[src/rtl/sdpq_pkg.sv]
// Shared types, constants and codes of the sorted deadline priority queue.
package sdpq_pkg;

  localparam int CAPACITY = 16;
  localparam int CNT_W    = $clog2(CAPACITY + 1);
  localparam int FLD_W    = 5;

  localparam logic [1:0] ST_OK   = 2'd0;
  localparam logic [1:0] ST_NONE = 2'd1;
  localparam logic [1:0] ST_FULL = 2'd2;

  typedef enum logic [2:0] {
    OP_INSERT = 3'd0,
    OP_POP    = 3'd1,
    OP_FIND   = 3'd2,
    OP_REMOVE = 3'd3,
    OP_COUNT  = 3'd4
  } op_t;

  typedef enum logic [1:0] {
    CM_HOLD,
    CM_INSERT,
    CM_POP,
    CM_REMOVE
  } cell_mode_t;

  typedef struct packed {
    logic [15:0] id;
    logic [15:0] code;
    logic [31:0] key;
    logic [7:0]  prio;
    logic [31:0] payload;
  } entry_t;

  typedef struct packed {
    logic       capture;
    cell_mode_t mode;
    entry_t     item;
  } cell_ctl_t;

endpackage

[src/rtl/sdpq_cell.sv]
// One slot of the sorted chain: holds an entry and shifts it to or from its neighbors.
module sdpq_cell (
  input  logic               clk,
  input  logic               rst_n,
  input  sdpq_pkg::cell_ctl_t ctl,
  input  sdpq_pkg::entry_t   left_entry,
  input  logic               left_valid,
  input  logic               left_cond,
  input  logic               left_seen,
  input  sdpq_pkg::entry_t   right_entry,
  input  logic               right_valid,
  output sdpq_pkg::entry_t   entry_o,
  output logic               valid_o,
  output logic               cond_o,
  output logic               seen_o,
  output logic               match_o,
  output logic               first_o
);
  import sdpq_pkg::*;

  entry_t entry_r, entry_nxt;
  logic   valid_r, valid_nxt;
  logic   cond_r;
  logic   match_r;
  logic   lt;

  assign lt = (ctl.item.key < entry_r.key) ||
              ((ctl.item.key == entry_r.key) && (ctl.item.prio < entry_r.prio));

  assign seen_o  = left_seen | match_r;
  assign first_o = match_r & ~left_seen;
  assign cond_o  = cond_r;
  assign match_o = match_r;
  assign entry_o = entry_r;
  assign valid_o = valid_r;

  always_comb begin
    entry_nxt = entry_r;
    valid_nxt = valid_r;
    unique case (ctl.mode)
      CM_INSERT: begin
        if (left_cond) begin
          entry_nxt = left_entry;
          valid_nxt = left_valid;
        end else if (cond_r) begin
          entry_nxt = ctl.item;
          valid_nxt = 1'b1;
        end
      end
      CM_POP: begin
        entry_nxt = right_entry;
        valid_nxt = right_valid;
      end
      CM_REMOVE: begin
        if (seen_o) begin
          entry_nxt = right_entry;
          valid_nxt = right_valid;
        end
      end
      CM_HOLD: begin
      end
      default: begin
      end
    endcase
  end

  always_ff @(posedge clk) begin
    entry_r <= entry_nxt;
    if (!rst_n) begin
      valid_r <= 1'b0;
      cond_r  <= 1'b0;
      match_r <= 1'b0;
    end else begin
      valid_r <= valid_nxt;
      if (ctl.capture) begin
        cond_r  <= ~valid_r | lt;
        match_r <= valid_r & (ctl.item.id == entry_r.id);
      end
    end
  end

endmodule

[config.mk]
export PLATFORM = sky130hd
export DESIGN_NAME = sdpq_cell
export DESIGN_NICKNAME = d
export VERILOG_FILES = /design/src/rtl/sdpq_pkg.sv /design/src/rtl/sdpq_cell.sv
export SDC_FILE = /design/constraint.sdc
export NUM_CORES = 1
export LEC_CHECK = 0
export ABC_AREA = 1
export BUFFER_PORTS_ARGS = -buffer_cell sky130_fd_sc_hd__buf_4
export CAP_MARGIN = 20
export CORE_AREA = 2 2 167 169
export CTS_CLUSTER_DIAMETER = 100
export DETAILED_ROUTE_END_ITERATION = 10
export DIE_AREA = 0 0 169 171
export PLACE_DENSITY = 0.52
export SYNTH_ARGS = -nofsm -noshare
export SYNTH_HDL_FRONTEND = slang
export SYNTH_SLANG_ARGS = --single-unit
[constraint.sdc]
create_clock -name clk -period 7.55 [get_ports clk]
set_input_delay 0.755 -clock clk [delete_from_list [all_inputs] [get_ports clk]]
set_output_delay 0.755 -clock clk [all_outputs]
set_load 0.005 [all_outputs]
After elaboration in Yosys (flattened, before gate mapping)
Cells that the tools add are included.
Storage, ports and cells
  output and inout port bits: 109
  flip-flop bits (word level): 107
  ROM bits: 0
  latch bits: 0
  bits in writable memories: 0
  memories: 0
  bits of input ports: 321
  logic and storage cells: 35
Operators by class
  shift operators: 0
  multipliers: 0
  equal/unequal tests: 7
  order comparisons: 2
  divide/modulo/power cells: 0
  reductions and logical operators: 4
  $add $sub $neg: 0
  bitwise logic cells: 6
  multiplexer cells: 8
Operators with widths (count)
  2-to-1 mux 104 bit: 3
  one-hot mux 104 bit (3 select lines): 1
  == test 32 bit: 1
  less-than comparator 32 bit: 1
  == test 16 bit: 1
  less-than comparator 8 bit: 1
  == test 2 bit (second input constant): 2
  2-to-1 mux 1 bit: 3
  != test 3 bit (second input constant): 1
  one-hot mux 1 bit (3 select lines): 1
  AND reduction 3 bit: 1
  nonzero test 3 bit: 1
  bitwise AND 1 bit: 2
  == test 2 x 1 -> 1 bit (second input constant): 1
  != test 2 bit (second input constant): 1
  NOT 1 bit: 2
  bitwise OR 1 bit: 2
  logical AND 1 bit: 1
  logical OR 1 bit: 1

Logic depth before layout (Yosys ltp)
Gate-level depths: netlist of run 1.
  depth after elaboration: 4
  gate-level depth with buffers: 14
  mapped depth without buffers: 14

Least setup slack after synthesis of run 1
No wires, ideal clock.
  path kind: in2reg
  from: in ctl[105] (netlist bit)
  to: reg valid_r, in the netlist valid_o
  setup time: 0.322 ns
  data arrival time: 4.180 ns
  required time: 7.228 ns
  path buffers: 1
  cell stages on the path: 4
  slack: 3.048 ns
  cells stage by stage: buf_4 -> inv_2 -> a21oi_2 -> a311oi_1
On the way
  longest elaborated chain between the ends: 3
  elaborated cells between the ends (all ways): 8
  classes of those cells: eq/ne: 5; mux: 1; reduce/logical: 2
RTL lines
  start, declared: RTL line sdpq_cell.sv:5  | input sdpq_pkg::cell_ctl_t ctl,
  == test 2 x 1 -> 1 bit or == test 2 bit (tied branches): RTL line sdpq_cell.sv:40  | unique case (ctl.mode)
  != test 3 bit (no line), or another cell as far along
  AND reduction 3 bit (no line)
  end signal, assigned: RTL line sdpq_cell.sv:74  | valid_r <= valid_nxt;
  end, declared: RTL line sdpq_cell.sv:22  | logic valid_r, valid_nxt;
Parallel ways exist; a longest one is shown, timed or not.
A chain may end at the register's enable or synchronous reset.

==> results of run 1 <==
## registers in the layout, indices dropped and copies added, names as in the netlist
register  cells
match_o       1
entry_o     104
valid_o       1
cond_o        1
## cells in the final DEF (no fill, tap or decap), types with 4 or more instances in the layout
cell         n
buf_4      435
a21oi_1    227
nand2_1    151
nor2_1     125
edfxtp_1   104
inv_1       60
ha_1        39
clkbuf_16    9
nand3_1      7
xnor2_1      7
o21ai_1      6
nand4_1      4
o21ai_0      4
## final cells by class
type / instances / share of cell area
tap: 346 / 0.0417
clock inverter: 7 / 0.00494
sequential: 107 / 0.306
clock buffer: 9 / 0.0217
multi-input combinational: 590 / 0.288
timing repair buffer: 435 / 0.314
inverter: 63 / 0.0231
## power by group
part / switching [mW] / internal [mW] / leakage [nW] / total (mW)
clock: 0.236 / 0.227 / 0.134 / 0.463
combinational: 0.221 / 0.243 / 3.74 / 0.464
sequential: 0.0286 / 0.725 / 1.05 / 0.754
total: 0.486 / 1.20 / 4.92 / 1.68
## worst register-to-register path, delay by kind of cell (launching register included)
kind	cells	cell delay, ns
buffers and inverters	1	0.68
AOI/OAI and AO/OA	2	0.66
DFF	1	0.46
## per-stage QoR
| step | std cells | power, mW | setup slack [ns] | area (um^2) | util |
|---|---|---|---|---|---|
| floorplan | 806 | 0.953 | 3.05 | 6660 | - |
| global placement | 1541 | 1.24 | 4.34 | 10100 | 0.370 |
| detailed placement | 1541 | 1.24 | 4.32 | 10100 | 0.370 |
| CTS | 1557 | 1.71 | 4.70 | 10400 | 0.380 |
| global route | 1557 | 1.78 | 4.54 | 10400 | 0.380 |
| finish | 1557 | 1.68 | 4.65 | 10400 | 0.380 |
## cells by family (layout without fill, tap and decap cells)
| group | Yosys count | in the layout |
|---|---|---|
| AOI/OAI and AO/OA | 244 | 244 |
| DFF | 107 | 107 |
| adders and majority gates | 39 | 39 |
| and+or+nand+nor | 300 | 300 |
| xor gates and xnor gates | 7 | 7 |
| buffers and inverters | 109 | 514 |
## metal layers
metal,up-vias,part of all wire
met1,3243,0.41
met2,288,0.50
met3,27,0.070
met4,0,0.019
li1,3533,-
met5,-,0
## worst paths after layout
check,start,endpoint,slack (ns),cells after the start
worst max register to register,cond_o,entry_o[67],5.31,3
worst max-delay path,left_cond,entry_o[65],4.65,5
worst min register to register,valid_o,valid_o,0.51,2
worst min-delay path,valid_o,valid_o,0.51,2
==> results.md, run 1 <==
Outcome:
- The run finished with clean final reports.

Synthesis:
- Measured against the total synthesized area, the mux share comes to 0.
- Among all flip-flop cells after synthesis, the most frequent one is edfxtp_1.
- The XOR/XNOR share of the synthesized area is 0.00921.
- After synthesis the cells add up to about 6700 um^2.
- The area fraction in compound gates after synthesis is 0.187.
- The most common cell in the synthesized netlist is a21oi_1.
- In the synthesized netlist, the cells that appear most often are 227 x a21oi_1, 151 x nand2_1, 125 x nor2_1.
- The cell taking the most area after synthesis is edfxtp_1.
- Of the total synthesized cell area, the portion taken by full adders, half adders and majority gates is 0.0733.
- The number of synthesis warnings is 0.
- The number of synthesized register bits is approximately 110.
- For this run, asynchronously set or reset flops after synthesis account for 0.
- Synthesis produced a netlist with a net count of approximately 1200.
- The fraction of synthesized cell area taken by the top area cell type is 0.469.
- The share of the Yosys chip area taken by registers is 0.478.
- The main combinational cell family by area after synthesis is compound AO/OA/AOI/OAI gates.
- Ranked by total cell area, the synthesized netlist is headed by edfxtp_1 47%, a21oi_1 17%, nand2_1 8.5%.
- The post-synthesis cell type count is 33.
- In this run the mean area of a mapped cell was roughly 8.3 um^2.
- Synthesis handed over a netlist of roughly 810 instances.
- Of the total synthesized cell area, the portion taken by AND, OR, NAND and NOR gates is 0.180.
- In this run, synthesis inferred 104 flip-flops with an integrated enable.

Timing:
- In the finished design, the share of the clock period the worst path needs comes to 0.384.
- Final hold analysis gives a worst-case slack of approximately 0.5 ns.
- Setup repair after global routing left no endpoint under its margin.
- The highest clock rate is ~0.34 GHz.
- The count of endpoints failing setup in the final report is 0.
- The count of endpoints failing hold in the final timing report is 0.
- The number of max-slew violations in the final report came to 0.
- The transition at the pin with the smallest max-transition slack is about 1.0 ns.
- The sum of negative setup slack is 0 ns.
- The largest clock skew in the final design is approximately 0.014 ns.
- The minimum clock period is 2.90 ns.
- Headroom to the max-slew limit came out at 0.303.

Global route:
- The number of global-route vias before repair is just under 7000.
- The first-pass GRT wire length is 39200 um.
- The overall global routing resource usage is 0.178.
- For this run the aggregate overflow at the end of global routing stands at 0.
- The met2 track demand over resource in global routing is 0.315.
- The global routing stage identified its most utilized layer as met2.
- The number of antenna violations at the first check in global routing was 0.
- The met3 track utilization from global routing is 0.0430.
- Entering global routing, the biggest net connects 87 pins.
- For met1 alone, demand over resource in global routing was 0.215.

Critical path:
- The largest individual stage delay along the critical path comes from the cell clkinv_2.
- The cell family with the largest share of critical-path delay is buffers and inverters.
- The worst setup path is launched from a primary input.
- The critical path goes through buf_4 > clkinv_2 > buf_4 > nand2_1 > a21oi_1.
- The critical path required time is around 7.7 ns.
- At the worst endpoint, the arrival time is about 3 ns.
- The peak fanout along the critical path is 55.
- The cell type with the highest occurrence count on the critical path is buf_4.
- The critical path's largest stage delay is 0.81 ns.
- The kind of end point of the critical path is a flip-flop.
- By startpoint and endpoint, the worst setup path is classified as in -> reg.
- The critical path contains buffers and inverters numbering 3 combined.

Routing:
- The count of routing violations after the opening detailed-route iteration is between 300 and 400.
- The routed layout has about 7000 vias.
- The remaining antenna violation count after routing is 0.
- Summed over all layers, the routed wires come to 27300 um.
- For this run, design rule violations remaining after detail routing come to 0.
- The routed via count divided by cell count is ~4.6.
- In the final routed layout, each cell accounts on average for around 18 um.
- The number of detailed-routing iterations run before antenna repair is 6.

Clock network:
- The CTS H-tree depth is 3.
- The number of gates resized after CTS was 0.
- Clock tree synthesis found a total of around 110 sinks.
- Clock latency on the worst-skew pair, taken at its later pin, is 0.36 ns.
- Counting along the longest clock path gives a buffer depth of 2.
- Clock-pin slew was measured on the worst setup and hold paths at 0.08 ns.
- The count of hold buffers inserted by post-cts repair is 0.
- The root buffer cell chosen for the clock tree is clkbuf_16.
- The number of setup buffers added after CTS is 0.
- The number of buffers created by CTS is 9.
- TritonCTS built the clock tree.

Final layout:
- After filler insertion, the fill cell instance count of the layout stands at 2866.
- The ratio of cells with drive above 1 in the final layout is 0.384.
- The count of nets after finishing is between 1500 and 2000.
- The multi-input gate area in the final layout is 3000 um^2.
- The synthesis-to-layout area growth is 56.1%.
- The number of antenna repair diodes is 0.
- The sequential cell area in the final layout is 3180 um^2.

Floorplanning:
- The core region is roughly 27000 um^2.
- The die covers about 29000 um^2.
- The horizontal extent of the die is about 170 um.
- In this run the count of I/O pins placed on the die edge is between 400 and 500.
- The site row count is 61.
- The vertical die dimension is around 170 um.
- For this configuration, the core starts out at a cell density of 0.244.

Placement:
- Detailed placement finished with a half-perimeter wire length of about 21000 um.
- The final estimated routing congestion in global placement is approximately 0.81.
- The number of buffers added on ports is approximately 430.

Power and ir drop:
- Power spread over the standard cell area amounts to ~160 nW/um^2.
- The leakage power total is between 4 and 5 nW.
- The maximum vdd ir drop is ~120 uV.

Worst hold path:
- The tightest min-delay check is of the reg -> reg type.

Job:
- The max-cap violation count is 0.
No activity file was read; power rests on OpenSTA's default activity.
==> run 2: changes to the inputs <==
- clock period: 7.55 -> 2.7 ns (I/O delays scaled with it)
==> run 2 against run 1 <==
- hold slack worse by 0.32 ns
- final cell count up 0.39%
- power rose to 2.8 times the previous value
- first-iteration DRC count down 5.5%
- routed wire length up 2.6%
- combinational power rose to 2.8 times the previous value
- worst setup slack worse by 3.7 ns
- clock skew about the same
- critical path type is now reg -> reg
- critical endpoint is now cond_o
==> results.md, run 2 (synthesized netlist as in run 1, its figures left out) <==
Critical path:
- The kind of end point of the critical path is a flip-flop.
- The setup slack on the worst flop-to-flop path is about 0.96 ns.
- Data arrives at the worst endpoint at between 2 and 2.5 ns.
- The end point of the critical path is cond_o.
- The worst register-to-register path has a depth of 10.
- The worst setup path is launched from a flip-flop.
- In this run the worst path has a maximum fanout of 2.
- STA puts the critical path data required time at 2.98 ns.
- The startpoint identified for the worst register-to-register timing path is entry_o[47].
- The type of the worst setup path is reg -> reg.
- The critical path startpoint is entry_o[47].
- The critical register-to-register path endpoint is cond_o.

Timing:
- Adding up every negative setup slack in the final design gives 0 ns.
- The normalized max-slew margin is 0.498.
- For this run, the top clock speed supported by timing is 0.574 GHz.
- The tightest hold path in the finished design has a slack of between 0.15 and 0.2 ns.
- The number of max-slew violations in the final report is 0.
- For the final database, setup skew stands at approximately 0.014 ns.
- The minimum clock period is between 1.5 and 2 ns.
- The transition at the pin with the smallest max-transition slack is between 0.7 and 0.8 ns.
- Setup repair after global routing left no endpoint under its margin.
- The count of endpoints failing setup in the final report is 0.
- The count of endpoints failing hold in the final timing report is 0.
- The post-route clock period utilization is 0.646.

Final layout:
- For this run, the share of the core covered by cells in the final layout is 0.384.
- The count of nets after finishing is ~1600.
- Compared with the post-synthesis result, the final layout area differs by 57.5%.
- The number of antenna repair diodes is 0.
- The number of flip-flops in the largest register is between 100 and 150.
- In the layout the commonest cells are 437 x buf_4, 227 x a21oi_1, 151 x nand2_1, 125 x nor2_1, 104 x edfxtp_1.
- Once layout is done, the placed cells without fillers occupy approximately 10000 um^2.
- Of the cells placed in the final design, the portion with a size suffix greater than 1 is 0.387.
- Leaving out fill and tap cells, the most frequent cell in the layout is buf_4.

Global route:
- The number of global-route vias before repair came to between 7000 and 8000.
- The first-pass GRT wire length is 40600 um.
- Entering global routing, the biggest net connects 106 pins.
- The number of antenna violations at the first check in global routing is 0.
- Across every metal layer, demand over resource in global routing totals 0.184.
- For this run the aggregate overflow at the end of global routing stands at 0.

Clock network:
- The number of buffers created by CTS is 9.
- The clock tree from TritonCTS is done.
- The count of hold buffers inserted by post-cts repair is 0.
- The longest clock path from root to sink contains 2 buffers.
- The clock net in this run drives a total of 107 sinks.
- After clock tree synthesis, the clock-pin slew on the worst setup and hold paths is approximately 0.07 ns.
- The clock reaches the later pin of the worst-skew pair after between 0.3 and 0.4 ns.
- The root buffer cell chosen for the clock tree is clkbuf_16.
- The count of instances resized after the clock tree is built is 0.
- The number of setup buffers added after CTS is 0.
- The CTS H-tree depth is 3.

Power and ir drop:
- After layout, the design draws a total of around 4.7 mW.
- The power density over cell area is roughly 450 nW/um^2.
- The leakage power total is about 5 nW.
- VDD sags by at most around 200 uV.

Routing:
- The total number of vias is 7255.
- For this run, design rule violations remaining after detail routing come to 0.
- The mean routed wirelength per cell is roughly 18 um.
- Using the TritonRoute via totals, the vias-per-cell ratio works out to 4.64.
- The wire length after detailed routing is about 28000 um.
- The remaining antenna violation count after routing is 0.
- The number of detailed-routing iterations run before antenna repair is 5.
- After the first detailed-routing iteration, the DRC count stood at roughly 340.

Placement:
- The instance area after placement is between 10000 and 15000 um^2.
- Input and output buffers added on the ports amount to ~430.
- Detailed placement finished with a half-perimeter wire length of around 21000 um.
- The final estimated routing congestion in global placement is about 0.88.

Floorplanning:
- In this run the count of I/O pins placed on the die edge is 430.
- The initial utilization of the core area, before any placement, comes to 0.244.
- The horizontal extent of the die is 169 um.
- The die covers between 20000 and 30000 um^2.
- The vertical die dimension is 171 um.
- The floorplan step defined a core boundary enclosing around 27000 um^2.
- The floorplan has 61 rows.

Worst hold path:
- The hold path depth is 3.
- The min-delay analysis places its worst path in the category in -> reg.

Job:
- The tool flagged a number of max-cap violations equal to 0.

Outcome:
- The run finished with clean final reports.
-- run 2: worst min-delay path by stage --
stage	start	endpoint	slack (ns)
after floorplan	rst_n	match_o	0.40
after global placement	valid_o	valid_o	0.50
after detailed placement	valid_o	valid_o	0.51
after CTS	rst_n	match_o	0.17
after global routing	rst_n	match_o	0.17
final	rst_n	match_o	0.19
-- run 2: power breakdown --
| part | switching [mW] | leakage (nW) | internal [mW] |
|---|---|---|---|
| Sequential | 0.0761 | 1.05 | 2.03 |
| Combinational | 0.630 | 3.79 | 0.694 |
| Clock | 0.678 | 0.126 | 0.634 |
-- run 2: worst max-delay path, cell delays in order, from the launching register on --
cell      delay, ns
edfxtp_1       0.36
inv_1          0.05
ha_1           0.29
nand2_1        0.07
nor2_1         0.16
nand3_1        0.10
nor2_1         0.13
nand3_1        0.09
nor2_1         0.22
nor2_1         0.08
a21oi_2        0.12
-- run 2: area by class of cell --
class,instances,area (um^2)
clock buffers,11,233
clock inverters,5,37.5
fillers,2864,16800
inverters,63,239
multi-input cells,590,3000
flip-flops and latches,107,3180
well taps,346,433
repair buffers,441,3360
-- run 2: metrics by stage --
| stage | instances | setup slack (ns) |
|---|---|---|
| CTS | 1563 | 0.956 |
| finish | 1563 | 0.957 |
| floorplan | 806 | 0.00585 |
| detailed placement | 1547 | 0.951 |
| global route | 1563 | 0.761 |
| global placement | 1547 | 0.984 |
-- run 2: layer usage --
| metal | up-vias | track usage | share of wire |
|---|---|---|---|
| met3 | 24 | 0.0437 | 0.074 |
| li1 | 3540 | - | - |
| met2 | 316 | 0.331 | 0.51 |
| met4 | 0 | 0.0435 | 0.016 |
| met5 | - | 0 | 0 |
| met1 | 3375 | 0.222 | 0.40 |
